[config.mk]
export PLATFORM = sky130hd
export DESIGN_NAME = gb18030_four_byte_to_utf8_flat
export DESIGN_NICKNAME = d
export VERILOG_FILES = /design/src/rtl/core/gbf2u_pkg.sv /design/src/rtl/core/gbf2u_ifs.sv /design/src/rtl/core/gbf2u_match.sv /design/src/rtl/core/gbf2u_enc.sv /design/src/rtl/core/gb18030_four_byte_to_utf8.sv /design/src/flat_wrapper.sv
export SDC_FILE = /design/constraint.sdc
export NUM_CORES = 1
export LEC_CHECK = 0
export ABC_AREA = 1
export BUFFER_PORTS_ARGS = -buffer_cell sky130_fd_sc_hd__buf_2
export CORE_MARGIN = 3
export CORE_UTILIZATION = 40
export DETAILED_ROUTE_END_ITERATION = 8
export GPL_ROUTABILITY_DRIVEN = 0
export SLEW_MARGIN = 5
export SYNTH_ARGS = -nofsm -noshare
export SYNTH_HDL_FRONTEND = slang
export SYNTH_SLANG_ARGS = --single-unit
[constraint.sdc]
create_clock -name i_clk -period 7.7 [get_ports i_clk]
set_clock_uncertainty 0.2 [all_clocks]
set_input_delay 0 -clock i_clk [delete_from_list [all_inputs] [get_ports i_clk]]
set_output_delay 0 -clock i_clk [all_outputs]
set_load 0.02 [all_outputs]
[src/rtl/core/gbf2u_pkg.sv]
`timescale 1ns / 1ps

package gbf2u_pkg;

    localparam int RANGE_COUNT = 13;
    localparam int IDX_W       = 4;
    localparam int IDX_DEPTH   = 2 ** IDX_W;
    localparam int LIN_W       = 22;
    localparam int WORD_W      = 32;

    typedef logic [IDX_W-1:0]  t_idx;
    typedef logic [LIN_W-1:0]  t_lin;
    typedef logic [WORD_W-1:0] t_word;
    typedef t_word t_range_tab [RANGE_COUNT];
    typedef t_word t_off_tab [IDX_DEPTH];

    typedef struct packed {
        logic hit;
        t_idx idx;
        t_lin lin;
    } t_match;

    localparam t_range_tab RANGE_FIRST_CP = '{
        32'h0000_0452, 32'h0000_2643, 32'h0000_361B, 32'h0000_3CE1,
        32'h0000_4160, 32'h0000_44D7, 32'h0000_478E, 32'h0000_49B8,
        32'h0000_9FA6, 32'h0000_E865, 32'h0000_FA2A, 32'h0000_FFE6,
        32'h0001_0000
    };

    localparam t_range_tab RANGE_LO = '{
        32'h8130_D330, 32'h8137_A839, 32'h8230_A633, 32'h8231_D438,
        32'h8232_C937, 32'h8233_A339, 32'h8233_E838, 32'h8234_A131,
        32'h8235_8F33, 32'h8336_D030, 32'h8430_9C38, 32'h8431_A234,
        32'h9030_8130
    };

    localparam t_range_tab RANGE_HI = '{
        32'h8136_A531, 32'h8138_FD38, 32'h8230_F237, 32'h8232_AF32,
        32'h8232_F837, 32'h8233_C931, 32'h8234_9638, 32'h8234_E733,
        32'h8336_C738, 32'h8430_8534, 32'h8431_8537, 32'h8431_A439,
        32'hE332_9A35
    };

    // Linear index in radix 126/10/126/10, without the common base offset.
    function automatic t_lin gbf2u_lin(input t_word v);
        t_lin a;
        t_lin b;
        t_lin c;
        t_lin d;
        a = t_lin'(v[31:24]);
        b = t_lin'(v[23:16]);
        c = t_lin'(v[15:8]);
        d = t_lin'(v[7:0]);
        return t_lin'(a * t_lin'(12600) + b * t_lin'(1260) + c * t_lin'(10) + d);
    endfunction

    // First code point minus the linear index of the range start, modulo 2^32.
    function automatic t_off_tab gbf2u_calc_off();
        t_off_tab tab;
        for (int k = 0; k < IDX_DEPTH; k++) begin
            if (k < RANGE_COUNT) begin
                tab[k] = RANGE_FIRST_CP[k] - t_word'(gbf2u_lin(RANGE_LO[k]));
            end else begin
                tab[k] = '0;
            end
        end
        return tab;
    endfunction

    localparam t_off_tab RANGE_OFF = gbf2u_calc_off();

endpackage

[src/rtl/core/gbf2u_ifs.sv]
`timescale 1ns / 1ps

interface gbf2u_in_if;
    logic        valid;
    logic        ready;
    logic [31:0] gb_code;

    modport source (output valid, output gb_code, input ready);
    modport sink   (input valid, input gb_code, output ready);
endinterface

interface gbf2u_out_if;
    logic        valid;
    logic        ready;
    logic [31:0] utf8_word;
    logic        found;

    modport source (output valid, output utf8_word, output found, input ready);
    modport sink   (input valid, input utf8_word, input found, output ready);
endinterface

[src/rtl/core/gbf2u_match.sv]
`timescale 1ns / 1ps

module gbf2u_match
    import gbf2u_pkg::*;
(
    input  t_word  i_code,
    output t_match o_match
);

    logic [RANGE_COUNT-1:0] in_range;

    always_comb begin
        for (int k = 0; k < RANGE_COUNT; k++) begin
            in_range[k] = (i_code >= RANGE_LO[k]) && (i_code <= RANGE_HI[k]);
        end
    end

    // Lowest range index wins.
    always_comb begin
        o_match.hit = 1'b0;
        o_match.idx = '0;
        for (int k = RANGE_COUNT - 1; k >= 0; k--) begin
            if (in_range[k]) begin
                o_match.hit = 1'b1;
                o_match.idx = t_idx'(k);
            end
        end
        o_match.lin = gbf2u_lin(i_code);
    end

endmodule

[src/rtl/core/gbf2u_enc.sv]
`timescale 1ns / 1ps

module gbf2u_enc
    import gbf2u_pkg::*;
(
    input  t_match i_match,
    output t_word  o_word,
    output logic   o_found
);

    t_word cp;
    t_word utf;

    assign cp = t_word'(i_match.lin) + RANGE_OFF[i_match.idx];

    always_comb begin
        priority if (cp <= 32'h0000_007F) begin
            utf = cp;
        end else if (cp <= 32'h0000_07FF) begin
            utf = {16'h0000, 3'b110, cp[10:6], 2'b10, cp[5:0]};
        end else if (cp <= 32'h0000_FFFF) begin
            utf = {8'h00, 4'b1110, cp[15:12], 2'b10, cp[11:6], 2'b10, cp[5:0]};
        end else begin
            utf = {5'b11110, cp[20:18], 2'b10, cp[17:12], 2'b10, cp[11:6], 2'b10, cp[5:0]};
        end
    end

    assign o_word  = i_match.hit ? utf : '0;
    assign o_found = i_match.hit;

endmodule

[src/rtl/core/gb18030_four_byte_to_utf8.sv]
`timescale 1ns / 1ps

// Channel   Role    Payload                        Beat
// i_gb      sink    gb_code[31:0]                  valid & ready
// o_utf     source  utf8_word[31:0], found         valid & ready
//
// Three register stages: input, range match with linear index, encoded result.
// One beat per cycle while the output accepts; a code passes the input, match and result
// registers in that order. Input stalls only with all three stages full and output held.
// Stages advance independently, so bubbles close up while the output stalls.
// Synchronous active-low reset clears the stage valid flags only.

module gb18030_four_byte_to_utf8
    import gbf2u_pkg::*;
(
    input  logic        i_clk,
    input  logic        i_rst_n,
    gbf2u_in_if.sink    i_gb,
    gbf2u_out_if.source o_utf
);

    logic   r_v1;
    logic   r_v2;
    logic   r_v3;
    t_word  r_code;
    t_match r_match;
    t_word  r_word;
    logic   r_found;

    t_match n_match;
    t_word  n_word;
    logic   n_found;

    logic ld1;
    logic ld2;
    logic ld3;

    assign ld3 = !r_v3 || o_utf.ready;
    assign ld2 = !r_v2 || ld3;
    assign ld1 = !r_v1 || ld2;

    gbf2u_match u_match (
        .i_code  (r_code),
        .o_match (n_match)
    );

    gbf2u_enc u_enc (
        .i_match (r_match),
        .o_word  (n_word),
        .o_found (n_found)
    );

    always_ff @(posedge i_clk) begin
        if (!i_rst_n) begin
            r_v1 <= 1'b0;
            r_v2 <= 1'b0;
            r_v3 <= 1'b0;
        end else begin
            if (ld1) begin
                r_v1 <= i_gb.valid;
            end
            if (ld2) begin
                r_v2 <= r_v1;
            end
            if (ld3) begin
                r_v3 <= r_v2;
            end
        end
    end

    always_ff @(posedge i_clk) begin
        if (ld1) begin
            r_code <= i_gb.gb_code;
        end
        if (ld2) begin
            r_match <= n_match;
        end
        if (ld3) begin
            r_word  <= n_word;
            r_found <= n_found;
        end
    end

    assign i_gb.ready      = ld1;
    assign o_utf.valid     = r_v3;
    assign o_utf.utf8_word = r_word;
    assign o_utf.found     = r_found;

endmodule

[src/flat_wrapper.sv]
// flat-port wrapper written by rule: the top's interface ports become plain ports
module gb18030_four_byte_to_utf8_flat import gbf2u_pkg::*;
  (i_clk, i_rst_n, i_gb_valid, i_gb_gb_code, i_gb_ready, o_utf_valid, o_utf_utf8_word, o_utf_found, o_utf_ready);
  gbf2u_in_if i_gb_i ();
  gbf2u_out_if o_utf_i ();
  input  logic i_clk;
  input  logic i_rst_n;
  input wire logic [$bits(i_gb_i.valid)-1:0] i_gb_valid;
  input wire logic [$bits(i_gb_i.gb_code)-1:0] i_gb_gb_code;
  output wire logic [$bits(i_gb_i.ready)-1:0] i_gb_ready;
  output wire logic [$bits(o_utf_i.valid)-1:0] o_utf_valid;
  output wire logic [$bits(o_utf_i.utf8_word)-1:0] o_utf_utf8_word;
  output wire logic [$bits(o_utf_i.found)-1:0] o_utf_found;
  input wire logic [$bits(o_utf_i.ready)-1:0] o_utf_ready;
  assign i_gb_i.valid = i_gb_valid;
  assign i_gb_i.gb_code = i_gb_gb_code;
  assign i_gb_ready = i_gb_i.ready;
  assign o_utf_valid = o_utf_i.valid;
  assign o_utf_utf8_word = o_utf_i.utf8_word;
  assign o_utf_found = o_utf_i.found;
  assign o_utf_i.ready = o_utf_ready;
  gb18030_four_byte_to_utf8 u_core (.i_clk(i_clk), .i_rst_n(i_rst_n), .i_gb(i_gb_i), .o_utf(o_utf_i));
endmodule
==> impl_results.md, run 1 <==
- Fin crit share: 82.8%
- Design Power: 5.59 mW
- Fmax: 0.157 GHz
- CTS root buf: clkbuf_16
- Initial Util: 40.7%
- Seq/Total Area, Yosys: 24.1%
- Syn nets: 1,736
- Yosys reg bits: 95
- Distinct cells, synth: 57
- Non-Filler Instances: 1,943
- Final Util: 45.6%
- Pre-CTS setup slack: 1340 ps
- First-pass GRT wire length: 48.5 mm
- WP buf/inv: 5
- Met3 usage: 3.78%
- Lkg Pwr: 6.44 nW
- WP data required: 7610 ps
- Chip height: 177 um
- Avg WL per Cell: 15.3 um
- R2R depth: 29
- Cell family with most CP delay: adder cells
- Status: completed
- Crit start category: flip-flop
- Flop2flop setup slack: 1330 ps
- Worst-margin pin slew: 990 ps
- Worst Hold Path Cells: 4
- DP Area: 12,500 um^2
- Diodes inserted: 0
- Hold Path End: u_core.o_utf.utf8_word[0]
- Antenna Nets Post-Route: 0
- Fin Hold WS: 74.8 ps
- GRT Overall Usage: 19.4%
- Met2 usage: 32.8%
- Vias post-DR: 9,858
- CTS buffer count: 9
- Cts hold-fix bufs: 34
- Most common cell after layout, fill and taps aside: nand2_1
- TritonCTS clock tree: done
- Ys flop type: edfxtp_1
- Maximum root-to-sink buffer count: 2
- Clock slew at reported path FFs: 80 ps
- DP Wirelength: 24.9 mm
- FP Rows: 62
- Most frequent cells in the layout: nand2_1 (278), inv_1 (223), ha_1 (205)
- Layout cells sized above 1: 10.5%
- Die W: 177 um
- First-pass iteration count of the detailed router: 7
- Fill cells: 2,811
- Worst reg2reg path startpoint: u_core.r_code[19]
- Postcts setup bufs: 0
- Most used routing layer: met2
- Placed cell count: 1,893
- Full die area: 31,400 um^2
- Hold WC Path Type: input pin to flip-flop
- Clk_lat worst skew: 360 ps
- Final min period: 6370 ps
- GRT Residual Overflow: 0
- Critical path class: flip-flop to flip-flop
- Port Buf Inserts: 70
- Iter 0 DRT Violations: 806
- Vias in the first global route: 9,554
- Mapped Area: 11,700 um^2
- H-tree levels: 3
- Syn. warnings: 0
- Post-synth EDFFs: 92
- Reg2reg end: u_core.r_match[20]
- Antenna violations before repair: 0
- Hold_sp: o_utf_ready
- Hold violation total from the final report: 0
- Slew Limit Headroom: 33.9%
- Worst Path Arrival: 6280 ps
- Critical-path top delay cell: fa_1
- Syn avg cell area: 8.09 um^2
- # DRC: 0
- RSZ-0062 raised after global routing: no
- CP endpoint kind: flip-flop
- VDD IR max: 0.513 mV
- Clock sinks: 95
- Layout area overhead: 12.0%
- Cts repair resizes: 0
- Largest net degree at the start of global routing: 36
- M1 GR Usage: 25.1%
- Routed vias/inst: 5.07
- Max-Cap Viols: 0
- Setup slack after layout: 1330 ps
- PwrDens: 426 nW/um^2
- Largest stage delay, worst path: 540 ps
- Max Slew Vio Count: 0
- Io pins: 71
- # setup viols final: 0
- Synth Instances: 1,448
- Core Region: 28,800 um^2
- Final Instance Area: 13,100 um^2
- Setup TNS: 0 ps
- Routed WL: 29.8 mm
- Post-synth ARST share: 0%
- CP max FO: 6
- Fin nets: 1,842
==> cell usage after synthesis (4+ instances only) <==
master    count  area [um^2]
inv_1       223          837
xor2_1       42          368
xnor2_1      20          175
o21ai_1      17         85.1
xor2_2        5         81.3
fa_1         47          941
a21o_1        5         37.5
nand3_1      51          255
nor4_1        7         43.8
nor3_2        5         50.1
ha_1        205         2560
a21oi_2       5         43.8
nand4_1      22          138
nor2_4       10          113
o21ai_0      50          250
o22ai_1       5         31.3
buf_4         4         30.0
nor3_1       23          115
o21a_1        5         37.5
inv_2        11         41.3
nand3b_1      4         30.0
nor2_2        9         56.3
a21oi_1      97          485
a31oi_1       7         43.8
edfxtp_1     92         2760
nor2_1      127          477
o211ai_1      5         37.5
nand2_2      17          106
nand2_1     279         1050
nand3_2       5         50.1
o31ai_1       4         30.0
==> registers in the layout, summed over array words and instances, names as in the netlist <==
name / cells
u_core.o_utf.utf8_word: 32
u_core.r_code: 32
u_core.r_match: 27
u_core.o_utf.found: 1
u_core.o_utf.valid: 1
u_core.r_v1: 1
u_core.r_v2: 1
==> logic make-up (layout without fill, tap and decap cells) <==
group | after synthesis | in the layout | synth area share [%]
and+or+nand+nor | 566 | 566 | 21.6
buffers and inverters | 245 | 356 | 8.01
other | 1 | 1 | 0.0320
AOI/OAI and AO/OA | 222 | 222 | 11.0
DFF | 95 | 95 | 24.1
xor gates and xnor gates | 67 | 67 | 5.33
adders and majority gates | 252 | 252 | 29.9
==> power breakdown <==
group / switching, mW / internal [mW]
clock network: 0.223 / 0.225
registers: 0.0802 / 0.941
logic: 2.52 / 1.61
total: 2.82 / 2.77
==> worst max-delay path by stage <==
stage,start,to,slack [ps],depth (start not counted)
floorplan,u_core.r_code[18],u_core.r_match[19],1780,27
global placement,u_core.r_code[18],u_core.r_match[20],1440,29
detailed placement,u_core.r_code[18],u_core.r_match[20],1340,29
CTS,u_core.r_code[18],u_core.r_match[20],1320,29
global route,u_core.r_code[19],u_core.r_match[20],780,29
finish,u_core.r_code[19],u_core.r_match[20],1330,29
==> metal layers <==
layer  routed length (um)  part of all wire, %  vias to the layer above
met5                    0                    0                        -
met4                  767                  2.6                        0
met3                 2110                  7.1                       64
met2                13900                   47                      372
met1                13000                   44                     4406
li1                     -                    -                     5016
==> layout make-up <==
type,instances,area [um^2],share of cell area (%)
inverters,235,882,6.72
well taps,384,480,3.66
multi-input cells,1108,7960,60.6
repair buffers,105,698,5.32
flip-flops and latches,95,2820,21.5
clock inverters,6,53.8,0.410
clock buffers,10,229,1.75
==> worst reg2reg max path: cells and delay by family, from the launching register on <==
family                     cells  cell delay, ps
AOI/OAI and AO/OA              6             830
xor gates and xnor gates       2             320
adders and majority gates      8            3160
buffers and inverters          5             390
DFF                            1             520
and+or+nand+nor                8             690
(Power assumes the default switching activity.)
==> run 2, diff against run 1 <==
ABC_AREA = 0   (was 1)
clock period = 5.2 ns   (was 7.7 ns; I/O delays follow)
==> impl_results.md, run 2 <==
- Status: finished with violations
- Violated checks: negative setup slack
- Largest stage delay, worst path: 560 ps
- Internal power: 6.57 mW
- Most common cell after layout, fill and taps aside: ha_1
- CP max FO: 4
- Yosys reg bits: 95
- DRT met1 WL: 13.2 mm
- Mapped Area: 11,300 um^2
- Most frequent cells in the layout: ha_1 (169), buf_4 (145), inv_1 (105)
- Clk pwr share: 6.4%
- Slew Limit Headroom: 22.8%
- Most frequent CP cell: ha_4
- Maximum root-to-sink buffer count: 2
- Design Power: 11.2 mW
- Crit start category: flip-flop
- Synth area leaders: edfxtp_1 (25%), ha_1 (23%), fa_1 (8.3%)
- Synth Instances: 1,199
- Yosys top cell by area: edfxtp_1
- Full die area: 30,200 um^2
- Mux cell area share after synthesis: 0.0888%
- Critical path class: flip-flop to flip-flop
- DP Area: 13,200 um^2
- Routed WL: 30.4 mm
- Largest family of logic cells by synthesized area: adder cells
- Placed cell count: 1,748
- Max-Cap Viols: 0
- Gate power share: 80.4%
- Layout cells sized above 1: 24.1%
- Post-synth ARST share: 0%
- Critical-path top delay cell: fa_1
- FP Rows: 60
- Routed vias/inst: 5.40
- First-pass GRT wire length: 49.3 mm
- Die W: 174 um
- Syn nets: 1,487
- Vias in the first global route: 9,650
- Most common cell in the netlist: ha_1
- CP Cell Sequence: inv_2 > fa_1 > inv_2 > ha_4 > fa_1 > inv_1 > fa_1 > inv_2 > ha_4 > a21o_1 > a21o_1 > a21o_1 > a41o_1 > o41a_1 > xor2_2 > ha_4 > ha_1 > ha_4 > and3_4 > a221o_1 > a21oi_2 > xnor2_1 > xnor2_1
- PwrDens: 775 nW/um^2
- Cell family with most CP delay: adder cells
- Critical Path Start: u_core.r_code[18]
- Seq/Total Area, Yosys: 25.0%
- Sequential power share: 13.2%
- Synth Area in Compound Gates: 16.8%
- Chip height: 174 um
- Hold WC Path Type: input pin to flip-flop
- Met3 wire length: 1.95 mm
- Io pins: 71
- CTS root buf: clkbuf_16
- Simple-gate share of the synthesized area: 16.3%
- Synth Area in Adders: 31.1%
- Diodes inserted: 0
- Core Region: 27,300 um^2
- Initial Util: 41.3%
- Vias post-DR: 9,771
- Max Slew Vio Count: 0
- WP buf/inv: 4
- VDD IR max: 0.891 mV
- Post-synth EDFFs: 92
- Sw frac: 41.3%
- Avg WL per Cell: 16.8 um
- GRT Overall Usage: 20.0%
- CTS buffer count: 9
- Setup slack after layout: -836 ps
- Worst Path Arrival: 5940 ps
- Total stage count of the critical path: 23
- Antenna Nets Post-Route: 0
- Syn avg cell area: 9.40 um^2
- Syn. warnings: 0
- H-tree levels: 3
- DP Wirelength: 24.5 mm
- Fin nets: 1,719
- Met2 wire length: 14.2 mm
- GRT Residual Overflow: 0
- Layout area overhead: 28.2%
- Switching power: 4.63 mW
- Non-Filler Instances: 1,808
- Worst-margin pin slew: 1160 ps
- Antenna violations before repair: 0
- CP endpoint kind: flip-flop
- Fin crit share: 116%
- DR top layer: met4
- Reg2reg end: u_core.r_match[21]
- TritonCTS clock tree: done
- Worst reg2reg path startpoint: u_core.r_code[18]
- Flop2flop setup slack: -840 ps
- Final min period: 6040 ps
- Hold violation total from the final report: 0
- Ys flop type: edfxtp_1
- # DRC: 0
- Final Instance Area: 14,500 um^2
- First-pass iteration count of the detailed router: 6
- Setup TNS: -4600 ps
- Port Buf Inserts: 70
- RSZ-0062 raised after global routing: yes
- Largest net degree at the start of global routing: 35
- Post-synth top area share: 24.5%
- # setup viols final: 10
- Clk_lat worst skew: 360 ps
- Crit path capture: u_core.r_match[21]
- Lkg Pwr: 6.42 nW
- Commonest cells in the netlist: ha_1 (205), inv_1 (117), edfxtp_1 (92), nand2_1 (78), a21oi_1 (69)
- Clock slew at reported path FFs: 80 ps
- WP data required: 5100 ps
- Fmax: 0.166 GHz
- Distinct cells, synth: 79
- Iter 0 DRT Violations: 802
- Clock sinks: 95
- Post-Synth XOR/XNOR Area: 5.36%
- R2R depth: 23
## run 2: cell types whose count changed in the layout (fill, tap and decap cells not counted), sizes merged, moves of 10 or more
cell,change
and2,+30
a211oi,+10
xor2,-24
a21boi,+13
buf,+147
nor2,-92
nand2,-219
nor2b,+23
inv,-118
a21o,+22
nand3,-18
xnor2,+26
nand2b,+18
a21oi,-34
## run 2: metrics by stage
stage / util, % / setup WS (ps) / hold WS, ps
after floorplan: - / -640 / -101
after global placement: 48.5 / -824 / -23.8
after detailed placement: 48.5 / -944 / -21.9
after CTS: 51.9 / -796 / 124
after global routing: 52.9 / -1030 / 146
final: 52.9 / -836 / 145
## run 2: worst min-delay path by stage
stage                     start                 to  slack (ps)  cells past startpoint
2_1_floorplan   i_gb_gb_code[0]   u_core.r_code[0]        -100                      0
3_3_place_gp    i_gb_gb_code[6]   u_core.r_code[6]         -20                      1
3_5_place_dp   i_gb_gb_code[16]  u_core.r_code[16]         -20                      1
4_1_cts        i_gb_gb_code[24]  u_core.r_code[24]         120                      2
5_1_grt        i_gb_gb_code[17]  u_core.r_code[17]         150                      2
6_report       i_gb_gb_code[23]  u_core.r_code[23]         140                      2
## run 2: final cells by class
| class | count | area (um^2) |
|---|---|---|
| Sequential cell | 95 | 2820 |
| Tap cell | 372 | 465 |
| Clock inverter | 5 | 63.8 |
| Clock buffer | 11 | 243 |
| Inverter | 117 | 439 |
| Fill cell | 2487 | 12900 |
| Multi-Input combinational cell | 954 | 8580 |
| Timing Repair Buffer | 254 | 1840 |
## run 2: logic make-up (layout without fill, tap and decap cells)
kind of cell               Yosys count  after routing
DFF                                 95             95
AOI/OAI and AO/OA                  282            282
buffers and inverters              150            387
adders and majority gates          252            252
other                                1              1
muxes                                1              1
xor gates and xnor gates            69             69
and+or+nand+nor                    349            349
## run 2: repair_timing
item	CTS	global route
setup endpoints to repair	12	12
hold endpoints to repair	35	0
hold buffers	36	0
pin swaps	23	27
buffers inserted	5	3
resized for setup	37	40
## run 2: power groups by stage
stage                     Clock [mW]  Sequential (mW)  Combinational (mW)
after floorplan                    0             1.59                4.98
after global placement             0             1.50                7.25
after detailed placement           0             1.50                7.42
after CTS                      0.732             1.48                8.39
after global routing           0.757             1.51                9.99
final                          0.716             1.48                9.00
## run 2: routing by layer
metal	vias to the layer above	global-route usage, %
met5	-	0
met4	0	6.94
met3	77	3.29
met2	382	33.2
met1	4519	26.5
li1	4793	-
